--- src/rtl/srs_pkg.sv ---
`timescale 1ns / 1ps
// ----------------------------------------------------------------------------
// srs_pkg: shared types and constants
// Phase and mode codes, register reset values and the structs passed
// between the sequencer modules.
// ----------------------------------------------------------------------------
package srs_pkg;

  // sequence phases
  localparam logic [3:0] PH_IDLE         = 4'd0;
  localparam logic [3:0] PH_CMD_SNORE    = 4'd1;
  localparam logic [3:0] PH_WAIT_SNORE   = 4'd2;
  localparam logic [3:0] PH_HOLD         = 4'd3;
  localparam logic [3:0] PH_CMD_FLAT     = 4'd4;
  localparam logic [3:0] PH_WAIT_FLAT    = 4'd5;
  localparam logic [3:0] PH_PAUSE        = 4'd6;
  localparam logic [3:0] PH_WAIT_STARTUP = 4'd7;
  localparam logic [3:0] PH_WAIT_HOMING  = 4'd8;

  // run modes
  localparam logic [1:0] MODE_OFF     = 2'd0;
  localparam logic [1:0] MODE_ACTIVE  = 2'd1;
  localparam logic [1:0] MODE_LOCKOUT = 2'd3;

  // motor commands
  localparam logic [1:0] CMD_NONE     = 2'd0;
  localparam logic [1:0] CMD_GO_SNORE = 2'd1;
  localparam logic [1:0] CMD_GO_FLAT  = 2'd2;

  // register indexes
  localparam logic [2:0] REG_HOLD_SECONDS     = 3'd0;
  localparam logic [2:0] REG_PAUSE_SECONDS    = 3'd1;
  localparam logic [2:0] REG_CYCLES_LOCKOUT   = 3'd2;
  localparam logic [2:0] REG_STARTUP_TICKS    = 3'd3;
  localparam logic [2:0] REG_TICKS_PER_SECOND = 3'd4;
  localparam logic [2:0] REG_TICKS_PER_MINUTE = 3'd5;
  localparam logic [2:0] REG_LOCKOUT_MINUTES  = 3'd6;

  localparam int CFG_DATA_W = 14;
  localparam int CFG_IDX_W  = 3;

  // register reset values
  localparam logic [8:0]  HOLD_SECONDS_RST     = 9'd300;
  localparam logic [8:0]  PAUSE_SECONDS_RST    = 9'd60;
  localparam logic [3:0]  CYCLES_LOCKOUT_RST   = 4'd3;
  localparam logic [11:0] STARTUP_TICKS_RST    = 12'd3000;
  localparam logic [7:0]  TICKS_PER_SECOND_RST = 8'd200;
  localparam logic [13:0] TICKS_PER_MINUTE_RST = 14'd12000;
  localparam logic [8:0]  LOCKOUT_MINUTES_RST  = 9'd480;

  // saturation limits
  localparam logic [8:0]  SEC_MAX     = 9'd511;
  localparam logic [11:0] STARTUP_MAX = 12'd4095;

  typedef struct packed {
    logic [8:0]  hold_seconds;
    logic [8:0]  pause_seconds;
    logic [3:0]  cycles_before_lockout;
    logic [11:0] startup_ticks;
    logic [7:0]  ticks_per_second;
    logic [13:0] ticks_per_minute;
    logic [8:0]  lockout_minutes;
  } srs_cfg_t;

  typedef struct packed {
    logic [1:0] motor_command;
    logic       stop_demo;
    logic       auto_active;
    logic [3:0] sequence_phase;
  } srs_result_t;

endpackage

--- src/rtl/srs_cfg_regs.sv ---
`timescale 1ns / 1ps
// ----------------------------------------------------------------------------
// srs_cfg_regs: configuration register file
// Seven write-only registers, loaded by index from the configuration port.
// ----------------------------------------------------------------------------
module srs_cfg_regs
  import srs_pkg::*;
(
  input  logic                  clk,
  input  logic                  rst_n,
  input  logic                  cfg_wr_en,
  input  logic [CFG_IDX_W-1:0]  cfg_index,
  input  logic [CFG_DATA_W-1:0] cfg_wdata,
  output srs_cfg_t              cfg
);

  srs_cfg_t cfg_r;

  always_ff @(posedge clk) begin
    if (!rst_n) begin
      cfg_r.hold_seconds          <= HOLD_SECONDS_RST;
      cfg_r.pause_seconds         <= PAUSE_SECONDS_RST;
      cfg_r.cycles_before_lockout <= CYCLES_LOCKOUT_RST;
      cfg_r.startup_ticks         <= STARTUP_TICKS_RST;
      cfg_r.ticks_per_second      <= TICKS_PER_SECOND_RST;
      cfg_r.ticks_per_minute      <= TICKS_PER_MINUTE_RST;
      cfg_r.lockout_minutes       <= LOCKOUT_MINUTES_RST;
    end else if (cfg_wr_en) begin
      unique case (cfg_index)
        REG_HOLD_SECONDS:     cfg_r.hold_seconds          <= cfg_wdata[8:0];
        REG_PAUSE_SECONDS:    cfg_r.pause_seconds         <= cfg_wdata[8:0];
        REG_CYCLES_LOCKOUT:   cfg_r.cycles_before_lockout <= cfg_wdata[3:0];
        REG_STARTUP_TICKS:    cfg_r.startup_ticks         <= cfg_wdata[11:0];
        REG_TICKS_PER_SECOND: cfg_r.ticks_per_second      <= cfg_wdata[7:0];
        REG_TICKS_PER_MINUTE: cfg_r.ticks_per_minute      <= cfg_wdata[13:0];
        REG_LOCKOUT_MINUTES:  cfg_r.lockout_minutes       <= cfg_wdata[8:0];
        default: ;
      endcase
    end
  end

  assign cfg = cfg_r;

endmodule

--- src/rtl/srs_core.sv ---
`timescale 1ns / 1ps
// ----------------------------------------------------------------------------
// srs_core: sequencer state and next-state logic
// Updates phase, mode and the tick/second/minute counters for one item
// per cycle while in_fire is high and presents the result for that item.
// ----------------------------------------------------------------------------
module srs_core
  import srs_pkg::*;
(
  input  logic        clk,
  input  logic        rst_n,
  input  logic        in_fire,
  input  logic        kind,
  input  logic        snore_event,
  input  logic        motor_busy,
  input  logic        motors_homed,
  input  logic        key_pressed,
  input  logic        demo_running,
  input  srs_cfg_t    cfg,
  output srs_result_t res
);

  logic [3:0]  phase_r, phase_nxt;
  logic [1:0]  mode_r, mode_nxt;
  logic        pend_r, pend_nxt;
  logic [11:0] start_cnt_r, start_cnt_nxt;
  logic [7:0]  sec_tick_r, sec_tick_nxt;
  logic [8:0]  sec_cnt_r, sec_cnt_nxt;
  logic [3:0]  cyc_cnt_r, cyc_cnt_nxt;
  logic [13:0] min_tick_r, min_tick_nxt;
  logic [8:0]  min_cnt_r, min_cnt_nxt;
  logic [1:0]  cmd;
  logic        stop;
  logic        tick_go;

  always_comb begin
    phase_nxt     = phase_r;
    mode_nxt      = mode_r;
    pend_nxt      = pend_r | snore_event;
    start_cnt_nxt = start_cnt_r;
    sec_tick_nxt  = sec_tick_r;
    sec_cnt_nxt   = sec_cnt_r;
    cyc_cnt_nxt   = cyc_cnt_r;
    min_tick_nxt  = min_tick_r;
    min_cnt_nxt   = min_cnt_r;
    cmd           = CMD_NONE;
    stop          = 1'b0;
    tick_go       = 1'b0;

    if (kind) begin
      // control pass; nothing happens before arming
      if (phase_r < PH_WAIT_STARTUP) begin
        if (phase_r == PH_IDLE && pend_nxt) begin
          pend_nxt = 1'b0;
          if (!motor_busy && mode_r != MODE_LOCKOUT) begin
            phase_nxt = PH_CMD_SNORE;
            mode_nxt  = MODE_ACTIVE;
            stop      = demo_running;
          end
        end
        if (mode_nxt != MODE_ACTIVE) begin
          phase_nxt   = PH_IDLE;
          cyc_cnt_nxt = 4'd0;
        end else begin
          unique case (phase_nxt)
            PH_CMD_SNORE: begin
              phase_nxt = PH_WAIT_SNORE;
              cmd       = CMD_GO_SNORE;
            end
            PH_WAIT_SNORE: begin
              if (!motor_busy) begin
                sec_cnt_nxt = 9'd0;
                phase_nxt   = PH_HOLD;
              end
            end
            PH_HOLD: begin
              // a fresh snore restarts the hold
              if (pend_nxt) begin
                pend_nxt    = 1'b0;
                sec_cnt_nxt = 9'd0;
              end
              if (sec_cnt_nxt >= cfg.hold_seconds) begin
                phase_nxt   = PH_CMD_FLAT;
                sec_cnt_nxt = 9'd0;
              end
            end
            PH_CMD_FLAT: begin
              cmd       = CMD_GO_FLAT;
              phase_nxt = PH_WAIT_FLAT;
            end
            PH_WAIT_FLAT: begin
              if (!motor_busy) begin
                phase_nxt   = PH_PAUSE;
                sec_cnt_nxt = 9'd0;
                cyc_cnt_nxt = cyc_cnt_r + 4'd1;
                if (cyc_cnt_nxt >= cfg.cycles_before_lockout) begin
                  cyc_cnt_nxt = 4'd0;
                  mode_nxt    = MODE_LOCKOUT;
                end
              end
            end
            PH_PAUSE: begin
              if (sec_cnt_nxt >= cfg.pause_seconds) begin
                pend_nxt    = 1'b0;
                phase_nxt   = PH_IDLE;
                sec_cnt_nxt = 9'd0;
              end
            end
            default: ;
          endcase
        end
      end
    end else begin
      // timer tick
      tick_go = 1'b1;
      if (phase_r == PH_WAIT_HOMING) begin
        if (!motors_homed) tick_go = 1'b0;
        else phase_nxt = PH_WAIT_STARTUP;
      end
      if (tick_go && phase_nxt == PH_WAIT_STARTUP) begin
        if (start_cnt_r < STARTUP_MAX) start_cnt_nxt = start_cnt_r + 12'd1;
        pend_nxt = 1'b0;
        if (start_cnt_nxt >= cfg.startup_ticks) begin
          phase_nxt     = PH_IDLE;
          start_cnt_nxt = cfg.startup_ticks;
        end else begin
          tick_go = 1'b0;
        end
      end
      if (phase_nxt > PH_WAIT_HOMING) tick_go = 1'b0;
      if (tick_go) begin
        if (key_pressed) begin
          phase_nxt = PH_IDLE;
          mode_nxt  = MODE_OFF;
        end
        sec_tick_nxt = sec_tick_r + 8'd1;
        if (sec_tick_nxt >= cfg.ticks_per_second) begin
          sec_tick_nxt = 8'd0;
          if (sec_cnt_r < SEC_MAX) sec_cnt_nxt = sec_cnt_r + 9'd1;
        end
        if (mode_nxt == MODE_LOCKOUT) begin
          min_tick_nxt = min_tick_r + 14'd1;
          if (min_tick_nxt >= cfg.ticks_per_minute) begin
            min_tick_nxt = 14'd0;
            min_cnt_nxt  = min_cnt_r + 9'd1;
            if (min_cnt_nxt >= cfg.lockout_minutes) begin
              min_cnt_nxt = 9'd0;
              mode_nxt    = MODE_OFF;
            end
          end
        end else begin
          min_tick_nxt = 14'd0;
          min_cnt_nxt  = 9'd0;
        end
      end
    end
  end

  always_ff @(posedge clk) begin
    if (!rst_n) begin
      phase_r     <= PH_WAIT_HOMING;
      mode_r      <= MODE_OFF;
      pend_r      <= 1'b0;
      start_cnt_r <= 12'd0;
      sec_tick_r  <= 8'd0;
      sec_cnt_r   <= 9'd0;
      cyc_cnt_r   <= 4'd0;
      min_tick_r  <= 14'd0;
      min_cnt_r   <= 9'd0;
    end else if (in_fire) begin
      phase_r     <= phase_nxt;
      mode_r      <= mode_nxt;
      pend_r      <= pend_nxt;
      start_cnt_r <= start_cnt_nxt;
      sec_tick_r  <= sec_tick_nxt;
      sec_cnt_r   <= sec_cnt_nxt;
      cyc_cnt_r   <= cyc_cnt_nxt;
      min_tick_r  <= min_tick_nxt;
      min_cnt_r   <= min_cnt_nxt;
    end
  end

  assign res.motor_command  = cmd;
  assign res.stop_demo      = stop;
  assign res.auto_active    = (mode_nxt == MODE_ACTIVE);
  assign res.sequence_phase = phase_nxt;

endmodule

--- src/rtl/srs_out_buf.sv ---
`timescale 1ns / 1ps
// ----------------------------------------------------------------------------
// srs_out_buf: result register with skid stage
// Holds up to two results so the input side can take one more item after
// the receiver stalls; stall toward the input is registered.
// ----------------------------------------------------------------------------
module srs_out_buf
  import srs_pkg::*;
(
  input  logic        clk,
  input  logic        rst_n,
  input  logic        push,
  input  srs_result_t push_data,
  output logic        full,
  output logic        out_valid,
  input  logic        out_stall,
  output srs_result_t out_data
);

  logic        out_valid_r, out_valid_nxt;
  logic        skid_valid_r, skid_valid_nxt;
  srs_result_t out_data_r, out_data_nxt;
  srs_result_t skid_data_r, skid_data_nxt;
  logic        drain;

  assign drain = out_valid_r & ~out_stall;

  always_comb begin
    out_valid_nxt  = out_valid_r;
    skid_valid_nxt = skid_valid_r;
    out_data_nxt   = out_data_r;
    skid_data_nxt  = skid_data_r;
    if (drain) begin
      if (skid_valid_r) begin
        // no push while the skid slot is occupied
        out_data_nxt   = skid_data_r;
        skid_valid_nxt = 1'b0;
      end else begin
        out_valid_nxt = push;
        out_data_nxt  = push_data;
      end
    end else if (!out_valid_r) begin
      out_valid_nxt = push;
      out_data_nxt  = push_data;
    end else if (push) begin
      skid_valid_nxt = 1'b1;
      skid_data_nxt  = push_data;
    end
  end

  always_ff @(posedge clk) begin
    if (!rst_n) begin
      out_valid_r  <= 1'b0;
      skid_valid_r <= 1'b0;
    end else begin
      out_valid_r  <= out_valid_nxt;
      skid_valid_r <= skid_valid_nxt;
    end
    out_data_r  <= out_data_nxt;
    skid_data_r <= skid_data_nxt;
  end

  assign full      = skid_valid_r;
  assign out_valid = out_valid_r;
  assign out_data  = out_data_r;

endmodule

--- src/rtl/snore_response_sequencer.sv ---
`timescale 1ns / 1ps
// ----------------------------------------------------------------------------
// snore_response_sequencer: anti-snore motor sequence controller
// Input items are timer ticks (kind 0) or control passes (kind 1); every
// item gives exactly one result item with the motor command, the demo
// stop request, the auto-run flag and the phase after that item.
//
// Channels use valid/stall; an item moves when valid is high and stall low.
// The seven setup registers are written through cfg_wr_en/cfg_index/
// cfg_wdata, only while no item is in flight: a user rule, not enforced.
//
// An item's result is registered before it reaches out_*. Throughput: one
// item per cycle while in_stall is low; the state update is a single pass
// of compare and increment logic from the state registers back into them.
// A two-entry result buffer sits at the output: when the receiver stalls,
// one more item is taken into the skid slot and then in_stall rises.
// Reset (synchronous, rst_n low) puts the registers at their defaults,
// the sequencer in the wait-for-homing phase with detection disabled, and
// empties the result buffer.
// ----------------------------------------------------------------------------
module snore_response_sequencer
  import srs_pkg::*;
(
  input  logic                  clk,
  input  logic                  rst_n,
  input  logic                  in_valid,
  output logic                  in_stall,
  input  logic                  in_kind,
  input  logic                  in_snore_event,
  input  logic                  in_motor_busy,
  input  logic                  in_motors_homed,
  input  logic                  in_key_pressed,
  input  logic                  in_demo_running,
  output logic                  out_valid,
  input  logic                  out_stall,
  output logic [1:0]            out_motor_command,
  output logic                  out_stop_demo,
  output logic                  out_auto_active,
  output logic [3:0]            out_sequence_phase,
  input  logic                  cfg_wr_en,
  input  logic [CFG_IDX_W-1:0]  cfg_index,
  input  logic [CFG_DATA_W-1:0] cfg_wdata
);

  srs_cfg_t    cfg;
  srs_result_t res;
  srs_result_t out_data;
  logic        buf_full;
  logic        in_fire;

  assign in_stall = buf_full;
  assign in_fire  = in_valid & ~buf_full;

  srs_cfg_regs u_cfg (
    .clk       (clk),
    .rst_n     (rst_n),
    .cfg_wr_en (cfg_wr_en),
    .cfg_index (cfg_index),
    .cfg_wdata (cfg_wdata),
    .cfg       (cfg)
  );

  srs_core u_core (
    .clk          (clk),
    .rst_n        (rst_n),
    .in_fire      (in_fire),
    .kind         (in_kind),
    .snore_event  (in_snore_event),
    .motor_busy   (in_motor_busy),
    .motors_homed (in_motors_homed),
    .key_pressed  (in_key_pressed),
    .demo_running (in_demo_running),
    .cfg          (cfg),
    .res          (res)
  );

  srs_out_buf u_out (
    .clk       (clk),
    .rst_n     (rst_n),
    .push      (in_fire),
    .push_data (res),
    .full      (buf_full),
    .out_valid (out_valid),
    .out_stall (out_stall),
    .out_data  (out_data)
  );

  assign out_motor_command  = out_data.motor_command;
  assign out_stop_demo      = out_data.stop_demo;
  assign out_auto_active    = out_data.auto_active;
  assign out_sequence_phase = out_data.sequence_phase;

  // skid slot only fills behind a held result
  a_skid_behind_out: assert property (@(posedge clk) disable iff (!rst_n)
    in_stall |-> out_valid)
    else $error("skid slot occupied with empty output register");

  a_phase_range: assert property (@(posedge clk) disable iff (!rst_n)
    out_valid |-> (out_sequence_phase <= PH_WAIT_HOMING))
    else $error("phase out of range");

  a_cmd_when_active: assert property (@(posedge clk) disable iff (!rst_n)
    (out_valid && out_motor_command != CMD_NONE) |->
      (out_auto_active &&
       (out_motor_command == CMD_GO_SNORE || out_motor_command == CMD_GO_FLAT)))
    else $error("motor command outside an active run");

  a_stop_at_start: assert property (@(posedge clk) disable iff (!rst_n)
    (out_valid && out_stop_demo) |->
      (out_motor_command == CMD_GO_SNORE && out_sequence_phase == PH_WAIT_SNORE))
    else $error("demo stop without sequence start");

endmodule
--- config.mk ---
export PLATFORM = sky130hd
export DESIGN_NAME = snore_response_sequencer
export DESIGN_NICKNAME = d
export VERILOG_FILES = /design/src/rtl/srs_pkg.sv /design/src/rtl/srs_cfg_regs.sv /design/src/rtl/srs_core.sv /design/src/rtl/srs_out_buf.sv /design/src/rtl/snore_response_sequencer.sv
export SDC_FILE = /design/constraint.sdc
export NUM_CORES = 1
export LEC_CHECK = 0
export ABC_AREA = 1
export ABC_CLOCK_PERIOD_IN_PS = 4250
export BUFFER_PORTS_ARGS = -buffer_cell sky130_fd_sc_hd__clkbuf_2
export CORE_MARGIN = 2
export CORE_UTILIZATION = 35
export DETAILED_ROUTE_END_ITERATION = 8
export PLACE_DENSITY = 0.6
export REMOVE_ABC_BUFFERS = 1
export SYNTH_ARGS = -nofsm -noshare
export SYNTH_HDL_FRONTEND = slang
export SYNTH_SLANG_ARGS = --single-unit
export TNS_END_PERCENT = 20
--- constraint.sdc ---
create_clock -name clk -period 4.25 [get_ports clk]
set_clock_uncertainty 0.05 [all_clocks]
set_input_delay 0.85 -clock clk [delete_from_list [all_inputs] [get_ports clk]]
set_output_delay 0.85 -clock clk [all_outputs]
set_load 0.02 [all_outputs]
==> qor.yml, run 1 <==
run_status:
  status: "finished, final reports clean"
synth:
  synth.area.top_cells: "sky130_fd_sc_hd__dfxtp_1 (29%), sky130_fd_sc_hd__ha_1 (9.9%), sky130_fd_sc_hd__nand2_1 (9.8%)"
  synth_sequential_area_ratio_pct: 34.3
  syn-cell-area_sq_mm: 0.00899
  synth_cell_types: 54
  dominantRegCellSynth: "sky130_fd_sc_hd__dfxtp_1"
  syn_inst: 1262
  synth_top_area_cell: "sky130_fd_sc_hd__dfxtp_1"
  synth_warnings: 0
  synth_edf_count: 16
  synth_top_area_share_pct: 29.0
  ys_seq_elements: 146
  ys_async_sr_fraction_pct: 0
  post_synth.cell_area_avg_sq_um: 7.12
drt:
  total_wirelength_of_the_detailed_routed_design_um: 22500
  dr.pass1.iters: 5
  post-route-drc-count: 0
  drt_iter0_markers: 521
  route.vias.total: 8047
  vias_per_cell: 4.91
  avgRoutedWirePerCell_um: 13.7
  detail-route-antenna-nets: 0
clock_tree:
  max-clock-path-buffers: 2
  clock_tree.root_cell: "sky130_fd_sc_hd__clkbuf_16"
  clk-insertion-delay-late_ps: 430
  ctsResizeCount: 0
  clock_sink_count: 146
  cts_hold_buf: 0
  cts_post_setup_buffers_inserted: 0
  h-tree-depth: 4
  cts_inserted_buffers: 17
  tritoncts_clock_tree: "done"
  clkTransAtPathRegs_ps: 60
floorplanning:
  row_count: 58
  initial_core_util_pct: 35.7
  die_width_um: 164
  design.core.area_sq_mm: 0.0252
  fp.dieH_um: 164
  dieArea_sq_mm: 0.0270
  ios: 38
timing:
  maximum_clock_frequency_mhz: 265
  final_count_of_pins_violating_max_slew: 0
  final_min_period_over_clock_period_pct: 88.9
  timing.final.hold_violations: 0
  hold_slack_ps: 413
  fin_crit_ps: 3780
  tns_ps: 0
  worst_slew_margin_relative_to_its_limit_pct: 32.6
  rsz0062_at_grt: "false"
  setup_viol_count_final: 0
  worst_slew_pin_slew_ps: 1010
worst_hold_path:
  min_from: "u_cfg.cfg[4]$_SDFFE_PN0P_"
  whs_path_depth: 2
  worst_hold_path_type: "flop to flop"
placed_design:
  hpwl_um: 16300
  place.port_buffers: 37
  placement.cell_area_sq_mm: 0.00949
  place.gp.congestion: 0.875
final_layout:
  layout-area-overhead-vs-synth_pct: 12.8
  insertedDiodeCount: 0
  area.sequential_sq_mm: 0.00308
  layout_common_cells: "sky130_fd_sc_hd__nand2_1 (234), sky130_fd_sc_hd__inv_1 (212), sky130_fd_sc_hd__nor2_1 (134), sky130_fd_sc_hd__dfxtp_1 (130), sky130_fd_sc_hd__a21oi_1 (97)"
  final_common_cell: "sky130_fd_sc_hd__nand2_1"
  footprint_of_the_multi_input_gates_sq_mm: 0.00492
  layout.nets: 1396
  count_of_filler_cells_inserted_in_the_layout: 2573
  final_design_area_no_fill_sq_mm: 0.0101
  postLayoutCoreUtil_pct: 40.2
  final_layout_size_suffix_gt1_share_pct: 8.40
flow_run:
  timing.max_cap.violations: 0
critical_path:
  worst_setup_path_start_kind: "flop"
  data_required_time_at_the_worst_endpoint_ps: 4540
  crit_buf_inv: 3
  reg2regPathDepth: 21
  critical_path.top_delay_family: "simple AND/OR/NAND/NOR gates"
  critical_path.startpoint: "u_core.start_cnt_r[0]$_SDFFE_PN0P_"
  critical_setup_path_class: "flop to flop"
  critPathMaxFanout: 28
  timing.critical_path.slowest_cell_delay_ps: 400
  rr_startpoint: "u_core.start_cnt_r[0]$_SDFFE_PN0P_"
  arrival_ps: 4070
  timing.critical_path.depth: 21
  timing.critical_path.to_type: "flop"
  cp_slowest_cell: "sky130_fd_sc_hd__dfxtp_1"
  cp_cell_sequence: "ha_1 -> and3_1 -> nand3_1 -> nor3_2 -> nand2_1 -> or2_2 -> o21ai_1 -> inv_1 -> ha_1 -> inv_1 -> o21bai_1 -> nand2_1 -> a21oi_1 -> nor2_1 -> nand3_2 -> nand3_2 -> inv_2 -> nand3_4 -> nor2_4 -> nand3_1 -> a21oi_1"
global_routing:
  grt_util_overall_pct: 17.2
  antenna_found_initial: 0
  pin_count_of_the_biggest_net_entering_global_routing: 100
  grt_pass1_vias: 7331
  grt_pass1_wl_um: 36500
  grt-ovfl-total: 0
power_and_ir_drop:
  cellPowerDensity_mw_per_mm2: 358
  total_leakage_power_nw: 4.84
  worst_ir_drop_vdd_mv: 0.201
-- Yosys cell counts (6+ instances only) --
library cell,instances
sky130_fd_sc_hd__nand3_1,55
sky130_fd_sc_hd__ha_1,71
sky130_fd_sc_hd__dfxtp_1,130
sky130_fd_sc_hd__nor2_1,134
sky130_fd_sc_hd__inv_1,212
sky130_fd_sc_hd__a21oi_1,97
sky130_fd_sc_hd__nand2_1,234
sky130_fd_sc_hd__nand4_1,19
sky130_fd_sc_hd__edfxtp_1,16
sky130_fd_sc_hd__nor3_1,23
sky130_fd_sc_hd__buf_6,6
sky130_fd_sc_hd__clkbuf_1,17
sky130_fd_sc_hd__o211ai_1,41
sky130_fd_sc_hd__xor2_1,34
sky130_fd_sc_hd__o21ai_1,16
sky130_fd_sc_hd__o21ai_0,82
-- sequential cells by signal (all words and copies together), names as in the netlist, 4 cells and up --
signal,count
u_core.min_tick_r,14
u_out.skid_data_r,8
u_core.sec_tick_r,8
u_core.start_cnt_r,12
u_core.cyc_cnt_r,4
u_out.out_data,8
u_core.min_cnt_r,9
u_cfg.cfg,65
u_core.sec_cnt_r,9
u_core.phase_r,4
-- worst register-to-register path: stages (launching register included) --
cell and delay, ps:
sky130_fd_sc_hd__dfxtp_1 400, sky130_fd_sc_hd__ha_1 210, sky130_fd_sc_hd__and3_1 270, sky130_fd_sc_hd__nand3_1 130, sky130_fd_sc_hd__nor3_2 150, sky130_fd_sc_hd__nand2_1 150
sky130_fd_sc_hd__or2_2 300, sky130_fd_sc_hd__o21ai_1 120, sky130_fd_sc_hd__inv_1 70, sky130_fd_sc_hd__ha_1 290, sky130_fd_sc_hd__inv_1 50, sky130_fd_sc_hd__o21bai_1 110
sky130_fd_sc_hd__nand2_1 60, sky130_fd_sc_hd__a21oi_1 120, sky130_fd_sc_hd__nor2_1 90, sky130_fd_sc_hd__nand3_2 60, sky130_fd_sc_hd__nand3_2 140, sky130_fd_sc_hd__inv_2 140
sky130_fd_sc_hd__nand3_4 280, sky130_fd_sc_hd__nor2_4 280, sky130_fd_sc_hd__nand3_1 100, sky130_fd_sc_hd__a21oi_1 140
-- metal layers --
metal  global-route usage (%)  vias to the layer above  wire (um)
met1                     23.6                     3661      11100
met5                        0                        -          0
li1                         -                     4211          -
met4                     4.11                        0        272
met3                     3.26                       25       1060
met2                     27.7                      150      10000
-- cell type report --
cell class,count,area share (%)
multi-input combinational,868,48.5
clock inverter,12,1.75
sequential,146,30.4
timing repair buffer,45,2.42
tap,330,4.08
clock buffer,20,4.62
inverter,219,8.19
-- kinds of logic after synthesis --
group / Yosys count / synth area share (%)
adder cells (fa/ha/maj): 71 / 9.89
buffers and inverters: 248 / 11.0
flip-flops: 146 / 34.3
XOR/XNOR: 36 / 3.51
AND/OR/NAND/NOR: 497 / 24.5
AO/OA/AOI/OAI: 264 / 16.8
-- worst paths after layout --
check	to	slack, ps
min	u_cfg.cfg[4]$_SDFFE_PN0P_	410
max	u_core.min_cnt_r[8]$_SDFFE_PN0P_	470
max reg2reg	u_core.min_cnt_r[8]$_SDFFE_PN0P_	470
min reg2reg	u_cfg.cfg[4]$_SDFFE_PN0P_	410
-- per-stage QoR --
stage               instances  power [mW]  worst slack (ps)
CTS                      1640        3.66               463
global placement         1608        1.99               602
global route             1640        3.80              71.0
floorplan                1233        1.85               922
detailed placement       1608        2.00               493
finish                   1640        3.63               470
-- power by group --
| group | total, mW | switching, mW | internal, mW |
|---|---|---|---|
| registers | 1.50 | 0.0441 | 1.46 |
| clock network | 1.65 | 0.618 | 1.04 |
| logic | 0.471 | 0.320 | 0.151 |
| total | 3.63 | 0.982 | 2.65 |
Power figures use the tool's default switching activity.
==> inputs of run 2 (changes only) <==
--- a/config.mk
+++ b/config.mk
@@ -8,10 +8,11 @@
 export ABC_AREA = 1
 export ABC_CLOCK_PERIOD_IN_PS = 4250
 export BUFFER_PORTS_ARGS = -buffer_cell sky130_fd_sc_hd__clkbuf_2
-export CORE_MARGIN = 2
-export CORE_UTILIZATION = 35
+export CORE_MARGIN = 8
+export CORE_UTILIZATION = 55
 export DETAILED_ROUTE_END_ITERATION = 8
-export PLACE_DENSITY = 0.6
+export PLACE_DENSITY = 0.82
+export RECOVER_POWER = 25
 export REMOVE_ABC_BUFFERS = 1
 export SYNTH_ARGS = -nofsm -noshare
 export SYNTH_HDL_FRONTEND = slang
==> qor.yml, run 2 (same netlist as run 1, synthesis figures left out) <==
run_status:
  status: "finished, final reports clean"
global_routing:
  grt_util_overall_pct: 21.3
  antenna_found_initial: 0
  grt-ovfl-total: 0
  grt_pass1_vias: 7571
  pin_count_of_the_biggest_net_entering_global_routing: 100
  grt_pass1_wl_um: 35500
placed_design:
  place.port_buffers: 37
  hpwl_um: 15300
  placement.cell_area_sq_mm: 0.00932
  place.gp.congestion: 0.931
final_layout:
  layout-area-overhead-vs-synth_pct: 10.7
  footprint_of_the_multi_input_gates_sq_mm: 0.00492
  final_layout_size_suffix_gt1_share_pct: 7.73
  count_of_filler_cells_inserted_in_the_layout: 1404
  final_design_area_no_fill_sq_mm: 0.00995
  layout.nets: 1393
  final_common_cell: "sky130_fd_sc_hd__nand2_1"
  area.sequential_sq_mm: 0.00308
  layout_common_cells: "sky130_fd_sc_hd__nand2_1 (234), sky130_fd_sc_hd__inv_1 (212), sky130_fd_sc_hd__nor2_1 (134), sky130_fd_sc_hd__dfxtp_1 (130), sky130_fd_sc_hd__a21oi_1 (97)"
  insertedDiodeCount: 0
  largest_reg_flops: 65
power_and_ir_drop:
  cellPowerDensity_mw_per_mm2: 359
  worst_ir_drop_vdd_mv: 0.308
  total_leakage_power_nw: 4.80
critical_path:
  crit_buf_inv: 4
  cp_cell_sequence: "ha_1 -> and3_1 -> nand3_1 -> nor3_2 -> nand2_1 -> or2_2 -> o21ai_1 -> inv_1 -> ha_1 -> inv_1 -> o21bai_1 -> nand2_1 -> a21oi_1 -> nor2_1 -> nand3_2 -> nand3_2 -> inv_2 -> nand3_4 -> buf_4 -> o21ai_0 -> a21oi_1"
  regToRegSetupSlack_ps: 440
  timing.critical_path.to_type: "flop"
  critical_setup_path_class: "flop to flop"
  critPathMaxFanout: 36
  worst_setup_path_start_kind: "flop"
  timing.critical_path.slowest_cell_delay_ps: 400
  arrival_ps: 4050
  data_required_time_at_the_worst_endpoint_ps: 4500
  critical_path.top_delay_family: "simple AND/OR/NAND/NOR gates"
  cp_slowest_cell: "sky130_fd_sc_hd__dfxtp_1"
drt:
  vias_per_cell: 5.38
  route.vias.total: 8187
  total_wirelength_of_the_detailed_routed_design_um: 21400
  dr.pass1.iters: 8
  avgRoutedWirePerCell_um: 14.0
  post-route-drc-count: 0
  detail-route-antenna-nets: 0
  drt_iter0_markers: 711
timing:
  timing.final.hold_violations: 0
  tns_ps: 0
  setup_viol_count_final: 0
  fin_crit_ps: 3810
  worst_slew_pin_slew_ps: 1220
  rsz0062_at_grt: "false"
  maximum_clock_frequency_mhz: 263
  final_count_of_pins_violating_max_slew: 0
  final_min_period_over_clock_period_pct: 89.6
  worst_slew_margin_relative_to_its_limit_pct: 19.0
floorplanning:
  dieArea_sq_mm: 0.0207
  row_count: 46
  design.core.area_sq_mm: 0.0159
  die_width_um: 144
  initial_core_util_pct: 56.4
  fp.dieH_um: 144
  ios: 38
clock_tree:
  cts_hold_buf: 0
  h-tree-depth: 4
  max-clock-path-buffers: 2
  cts_post_setup_buffers_inserted: 0
  clock_tree.root_cell: "sky130_fd_sc_hd__clkbuf_16"
  clock_sink_count: 146
  clk-insertion-delay-late_ps: 420
  tritoncts_clock_tree: "done"
  ctsResizeCount: 0
  cts_inserted_buffers: 17
  clkTransAtPathRegs_ps: 60
worst_hold_path:
  worst_hold_path_type: "flop to flop"
flow_run:
  timing.max_cap.violations: 0
-- run 2: cell types whose count changed in the layout (fill, tap and decap cells not counted), sizes merged --
cell / before / now
buf: 9 / 4
clkbuf: 56 / 61
clkinv: 9 / 7
inv: 217 / 215
clkinvlp: 1 / 2
-- run 2: path summary, 6_finish.rpt --
check,to,cells past startpoint,from
max reg2reg,u_core.sec_tick_r[0]$_SDFFE_PN0P_,21,u_core.start_cnt_r[0]$_SDFFE_PN0P_
min reg2reg,u_cfg.cfg[60]$_SDFFE_PN0P_,2,u_cfg.cfg[60]$_SDFFE_PN0P_
max,u_core.sec_tick_r[0]$_SDFFE_PN0P_,21,u_core.start_cnt_r[0]$_SDFFE_PN0P_
min,u_cfg.cfg[60]$_SDFFE_PN0P_,2,u_cfg.cfg[60]$_SDFFE_PN0P_
-- run 2: worst min-delay path: cells and delay by family (launching register included) --
family / cells / cell delay, ps
AOI/OAI and AO/OA: 1 / 60
buffers and inverters: 1 / 60
DFF: 1 / 290
-- run 2: area by class of cell --
class,instances,area share [%]
Multi-Input combinational cell,868,49.4
Sequential cell,146,31.0
Inverter,219,8.34
Clock buffer,23,4.81
Tap cell,216,2.72
Timing Repair Buffer,42,2.16
Clock inverter,9,1.55
-- run 2: per-layer routing --
layer	vias up	global-route usage (%)	share of wire (%)
li1	4209	-	-
met1	3699	26.9	45
met2	247	35.3	47
met3	32	3.62	6.5
met4	0	8.69	1.8
met5	-	0	0
-- run 2: metrics by stage --
stage / cells / hold slack (ps) / utilization, % / worst slack, ps / total power [mW]
floorplan: 1233 / 385 / - / 922 / 1.85
global placement: 1491 / 399 / 58.5 / 676 / 1.98
detailed placement: 1491 / 404 / 58.5 / 503 / 1.99
CTS: 1523 / 412 / 62.4 / 485 / 3.59
global route: 1523 / 424 / 62.4 / 39.8 / 3.72
finish: 1523 / 410 / 62.4 / 442 / 3.57
-- run 2: power breakdown --
| group | internal [mW] | total (mW) | switching [mW] |
|---|---|---|---|
| combinational | 0.150 | 0.466 | 0.316 |
| clock | 1.03 | 1.60 | 0.567 |
| sequential | 1.46 | 1.51 | 0.0447 |
==> inputs of run 3 (changes only) <==
--- a/config.mk
+++ b/config.mk
@@ -6,7 +6,7 @@
 export NUM_CORES = 1
 export LEC_CHECK = 0
 export ABC_AREA = 1
-export ABC_CLOCK_PERIOD_IN_PS = 4250
+export ABC_CLOCK_PERIOD_IN_PS = 4300
 export BUFFER_PORTS_ARGS = -buffer_cell sky130_fd_sc_hd__clkbuf_2
 export CORE_MARGIN = 8
 export CORE_UTILIZATION = 55
==> constraint.sdc (replaced) <==
create_clock -name clk -period 4.3 [get_ports clk]
set_clock_uncertainty 0.05 [all_clocks]
set_input_delay 0.86 -clock clk [delete_from_list [all_inputs] [get_ports clk]]
set_output_delay 0.86 -clock clk [all_outputs]
set_load 0.02 [all_outputs]
==> qor.yml, run 3 (same netlist as run 1, synthesis figures left out) <==
run_status:
  status: "complete, but fails checks"
  violations: "capacitance limit, slew limit"
clock_tree:
  clkTransAtPathRegs_ps: 60
  cts_hold_buf: 0
  cts_inserted_buffers: 17
  tritoncts_clock_tree: "done"
  max-clock-path-buffers: 2
  clk-insertion-delay-late_ps: 430
  ctsResizeCount: 0
  clock_tree.root_cell: "sky130_fd_sc_hd__clkbuf_16"
  cts_post_setup_buffers_inserted: 0
  clock_sink_count: 146
  h-tree-depth: 4
floorplanning:
  row_count: 46
  design.core.area_sq_mm: 0.0159
  die_width_um: 144
  ios: 38
  fp.dieH_um: 144
  initial_core_util_pct: 56.4
  dieArea_sq_mm: 0.0207
placed_design:
  pre_cts_ws_ps: 539
  place.gp.congestion: 0.916
  place.port_buffers: 37
  hpwl_um: 15600
  placement.cell_area_sq_mm: 0.00932
final_layout:
  insertedDiodeCount: 0
  final_layout_size_suffix_gt1_share_pct: 7.88
  largest_reg_flops: 65
  layout.nets: 1393
  layout_common_cells: "sky130_fd_sc_hd__nand2_1 (234), sky130_fd_sc_hd__inv_1 (212), sky130_fd_sc_hd__nor2_1 (134), sky130_fd_sc_hd__dfxtp_1 (130), sky130_fd_sc_hd__a21oi_1 (97)"
  final_common_cell: "sky130_fd_sc_hd__nand2_1"
  final_design_area_no_fill_sq_mm: 0.00993
  layout-area-overhead-vs-synth_pct: 10.5
critical_path:
  cp_cell_sequence: "ha_1 -> and3_1 -> nand3_1 -> nor3_2 -> nand2_1 -> or2_2 -> o21ai_1 -> inv_1 -> ha_1 -> inv_1 -> o21bai_1 -> nand2_1 -> a21oi_1 -> nor2_1 -> nand3_2 -> nand3_2 -> inv_2 -> nand3_4 -> buf_4 -> o21ai_1 -> nor2_1"
  timing.critical_path.depth: 21
  data_required_time_at_the_worst_endpoint_ps: 4550
  reg2regPathDepth: 21
  cp_slowest_cell: "sky130_fd_sc_hd__dfxtp_1"
  crit_buf_inv: 4
  critPathMaxFanout: 30
  worst_setup_path_start_kind: "flop"
  timing.critical_path.to_type: "flop"
  critical_path.top_delay_family: "simple AND/OR/NAND/NOR gates"
  critical_setup_path_class: "flop to flop"
  arrival_ps: 4050
  timing.critical_path.slowest_cell_delay_ps: 410
drt:
  route.vias.total: 8267
  detail-route-antenna-nets: 0
  avgRoutedWirePerCell_um: 14.2
  post-route-drc-count: 0
  total_wirelength_of_the_detailed_routed_design_um: 21600
  vias_per_cell: 5.43
  dr.pass1.iters: 5
  drt_iter0_markers: 737
flow_run:
  timing.max_cap.violations: 1
timing:
  hold_slack_ps: 413
  final_critical_path_setup_slack_ps: 507
  fin_crit_ps: 3790
  worst_slew_pin_slew_ps: 1970
  worst_slew_margin_relative_to_its_limit_pct: -31.6
  timing.final.hold_violations: 0
  final_min_period_over_clock_period_pct: 88.2
  final_count_of_pins_violating_max_slew: 100
  tns_ps: 0
  rsz0062_at_grt: "false"
  setup_viol_count_final: 0
  maximum_clock_frequency_mhz: 264
global_routing:
  pin_count_of_the_biggest_net_entering_global_routing: 100
  grt_pass1_wl_um: 35900
  grt-ovfl-total: 0
  grt_util_overall_pct: 21.7
  grt_pass1_vias: 7652
  antenna_found_initial: 0
power_and_ir_drop:
  power_mw: 3.50
  worst_ir_drop_vdd_mv: 0.325
  total_leakage_power_nw: 4.80
  cellPowerDensity_mw_per_mm2: 352
worst_hold_path:
  whs_path_depth: 2
  worst_hold_path_type: "flop to flop"
run 3: cell count changes in the layout (fill, tap and decap cells not counted):
cell	change
sky130_fd_sc_hd__clkbuf_1	-2
sky130_fd_sc_hd__clkbuf_2	+2
sky130_fd_sc_hd__bufinv_16	-1
sky130_fd_sc_hd__clkbuf_8	+1
sky130_fd_sc_hd__clkinv_2	-1
sky130_fd_sc_hd__inv_4	+1
run 3: final timing paths:
kind         slack (ps)                          startpoint                           endpoint
max                 510  u_core.start_cnt_r[0]$_SDFFE_PN0P_  u_core.min_tick_r[3]$_SDFFE_PN0P_
min                 410          u_cfg.cfg[10]$_SDFFE_PN0P_         u_cfg.cfg[10]$_SDFFE_PN0P_
max reg2reg         510  u_core.start_cnt_r[0]$_SDFFE_PN0P_  u_core.min_tick_r[3]$_SDFFE_PN0P_
min reg2reg         410          u_cfg.cfg[10]$_SDFFE_PN0P_         u_cfg.cfg[10]$_SDFFE_PN0P_
run 3: area by class of cell:
cell class                      count  area, sq um
Clock inverter                      8          125
Fill cell                        1381         6010
Tap cell                          216          270
Timing Repair Buffer               42          218
Multi-Input combinational cell    868         4920
Sequential cell                   146         3080
Clock buffer                       24          492
Inverter                          219          830
run 3: worst reg2reg max path: stages (launching register included):
cell and delay, ps:
sky130_fd_sc_hd__dfxtp_1 410, sky130_fd_sc_hd__ha_1 200, sky130_fd_sc_hd__and3_1 270, sky130_fd_sc_hd__nand3_1 140, sky130_fd_sc_hd__nor3_2 150, sky130_fd_sc_hd__nand2_1 150
sky130_fd_sc_hd__or2_2 300, sky130_fd_sc_hd__o21ai_1 110, sky130_fd_sc_hd__inv_1 60, sky130_fd_sc_hd__ha_1 290, sky130_fd_sc_hd__inv_1 40, sky130_fd_sc_hd__o21bai_1 120
sky130_fd_sc_hd__nand2_1 60, sky130_fd_sc_hd__a21oi_1 110, sky130_fd_sc_hd__nor2_1 80, sky130_fd_sc_hd__nand3_2 60, sky130_fd_sc_hd__nand3_2 140, sky130_fd_sc_hd__inv_2 140
sky130_fd_sc_hd__nand3_4 280, sky130_fd_sc_hd__buf_4 310, sky130_fd_sc_hd__o21ai_1 130, sky130_fd_sc_hd__nor2_1 60
run 3: metal layers:
layer	vias up	GRT usage [%]	share of wire, %
met2	270	35.3	46
met4	0	9.68	2.7
met3	55	5.08	6.6
met1	3723	26.9	45
met5	-	0	0
li1	4219	-	-
run 3: report_power, final:
group | internal, mW | switching (mW) | total [mW]
logic | 0.150 | 0.312 | 0.462
registers | 1.44 | 0.0441 | 1.49
clock network | 0.974 | 0.573 | 1.55
run 3: stage by stage:
step                      std cells  util (%)
after floorplan                1233         -
after global placement         1491      58.5
after detailed placement       1491      58.5
after CTS                      1523      62.3
after global routing           1523      62.3
final                          1523      62.3
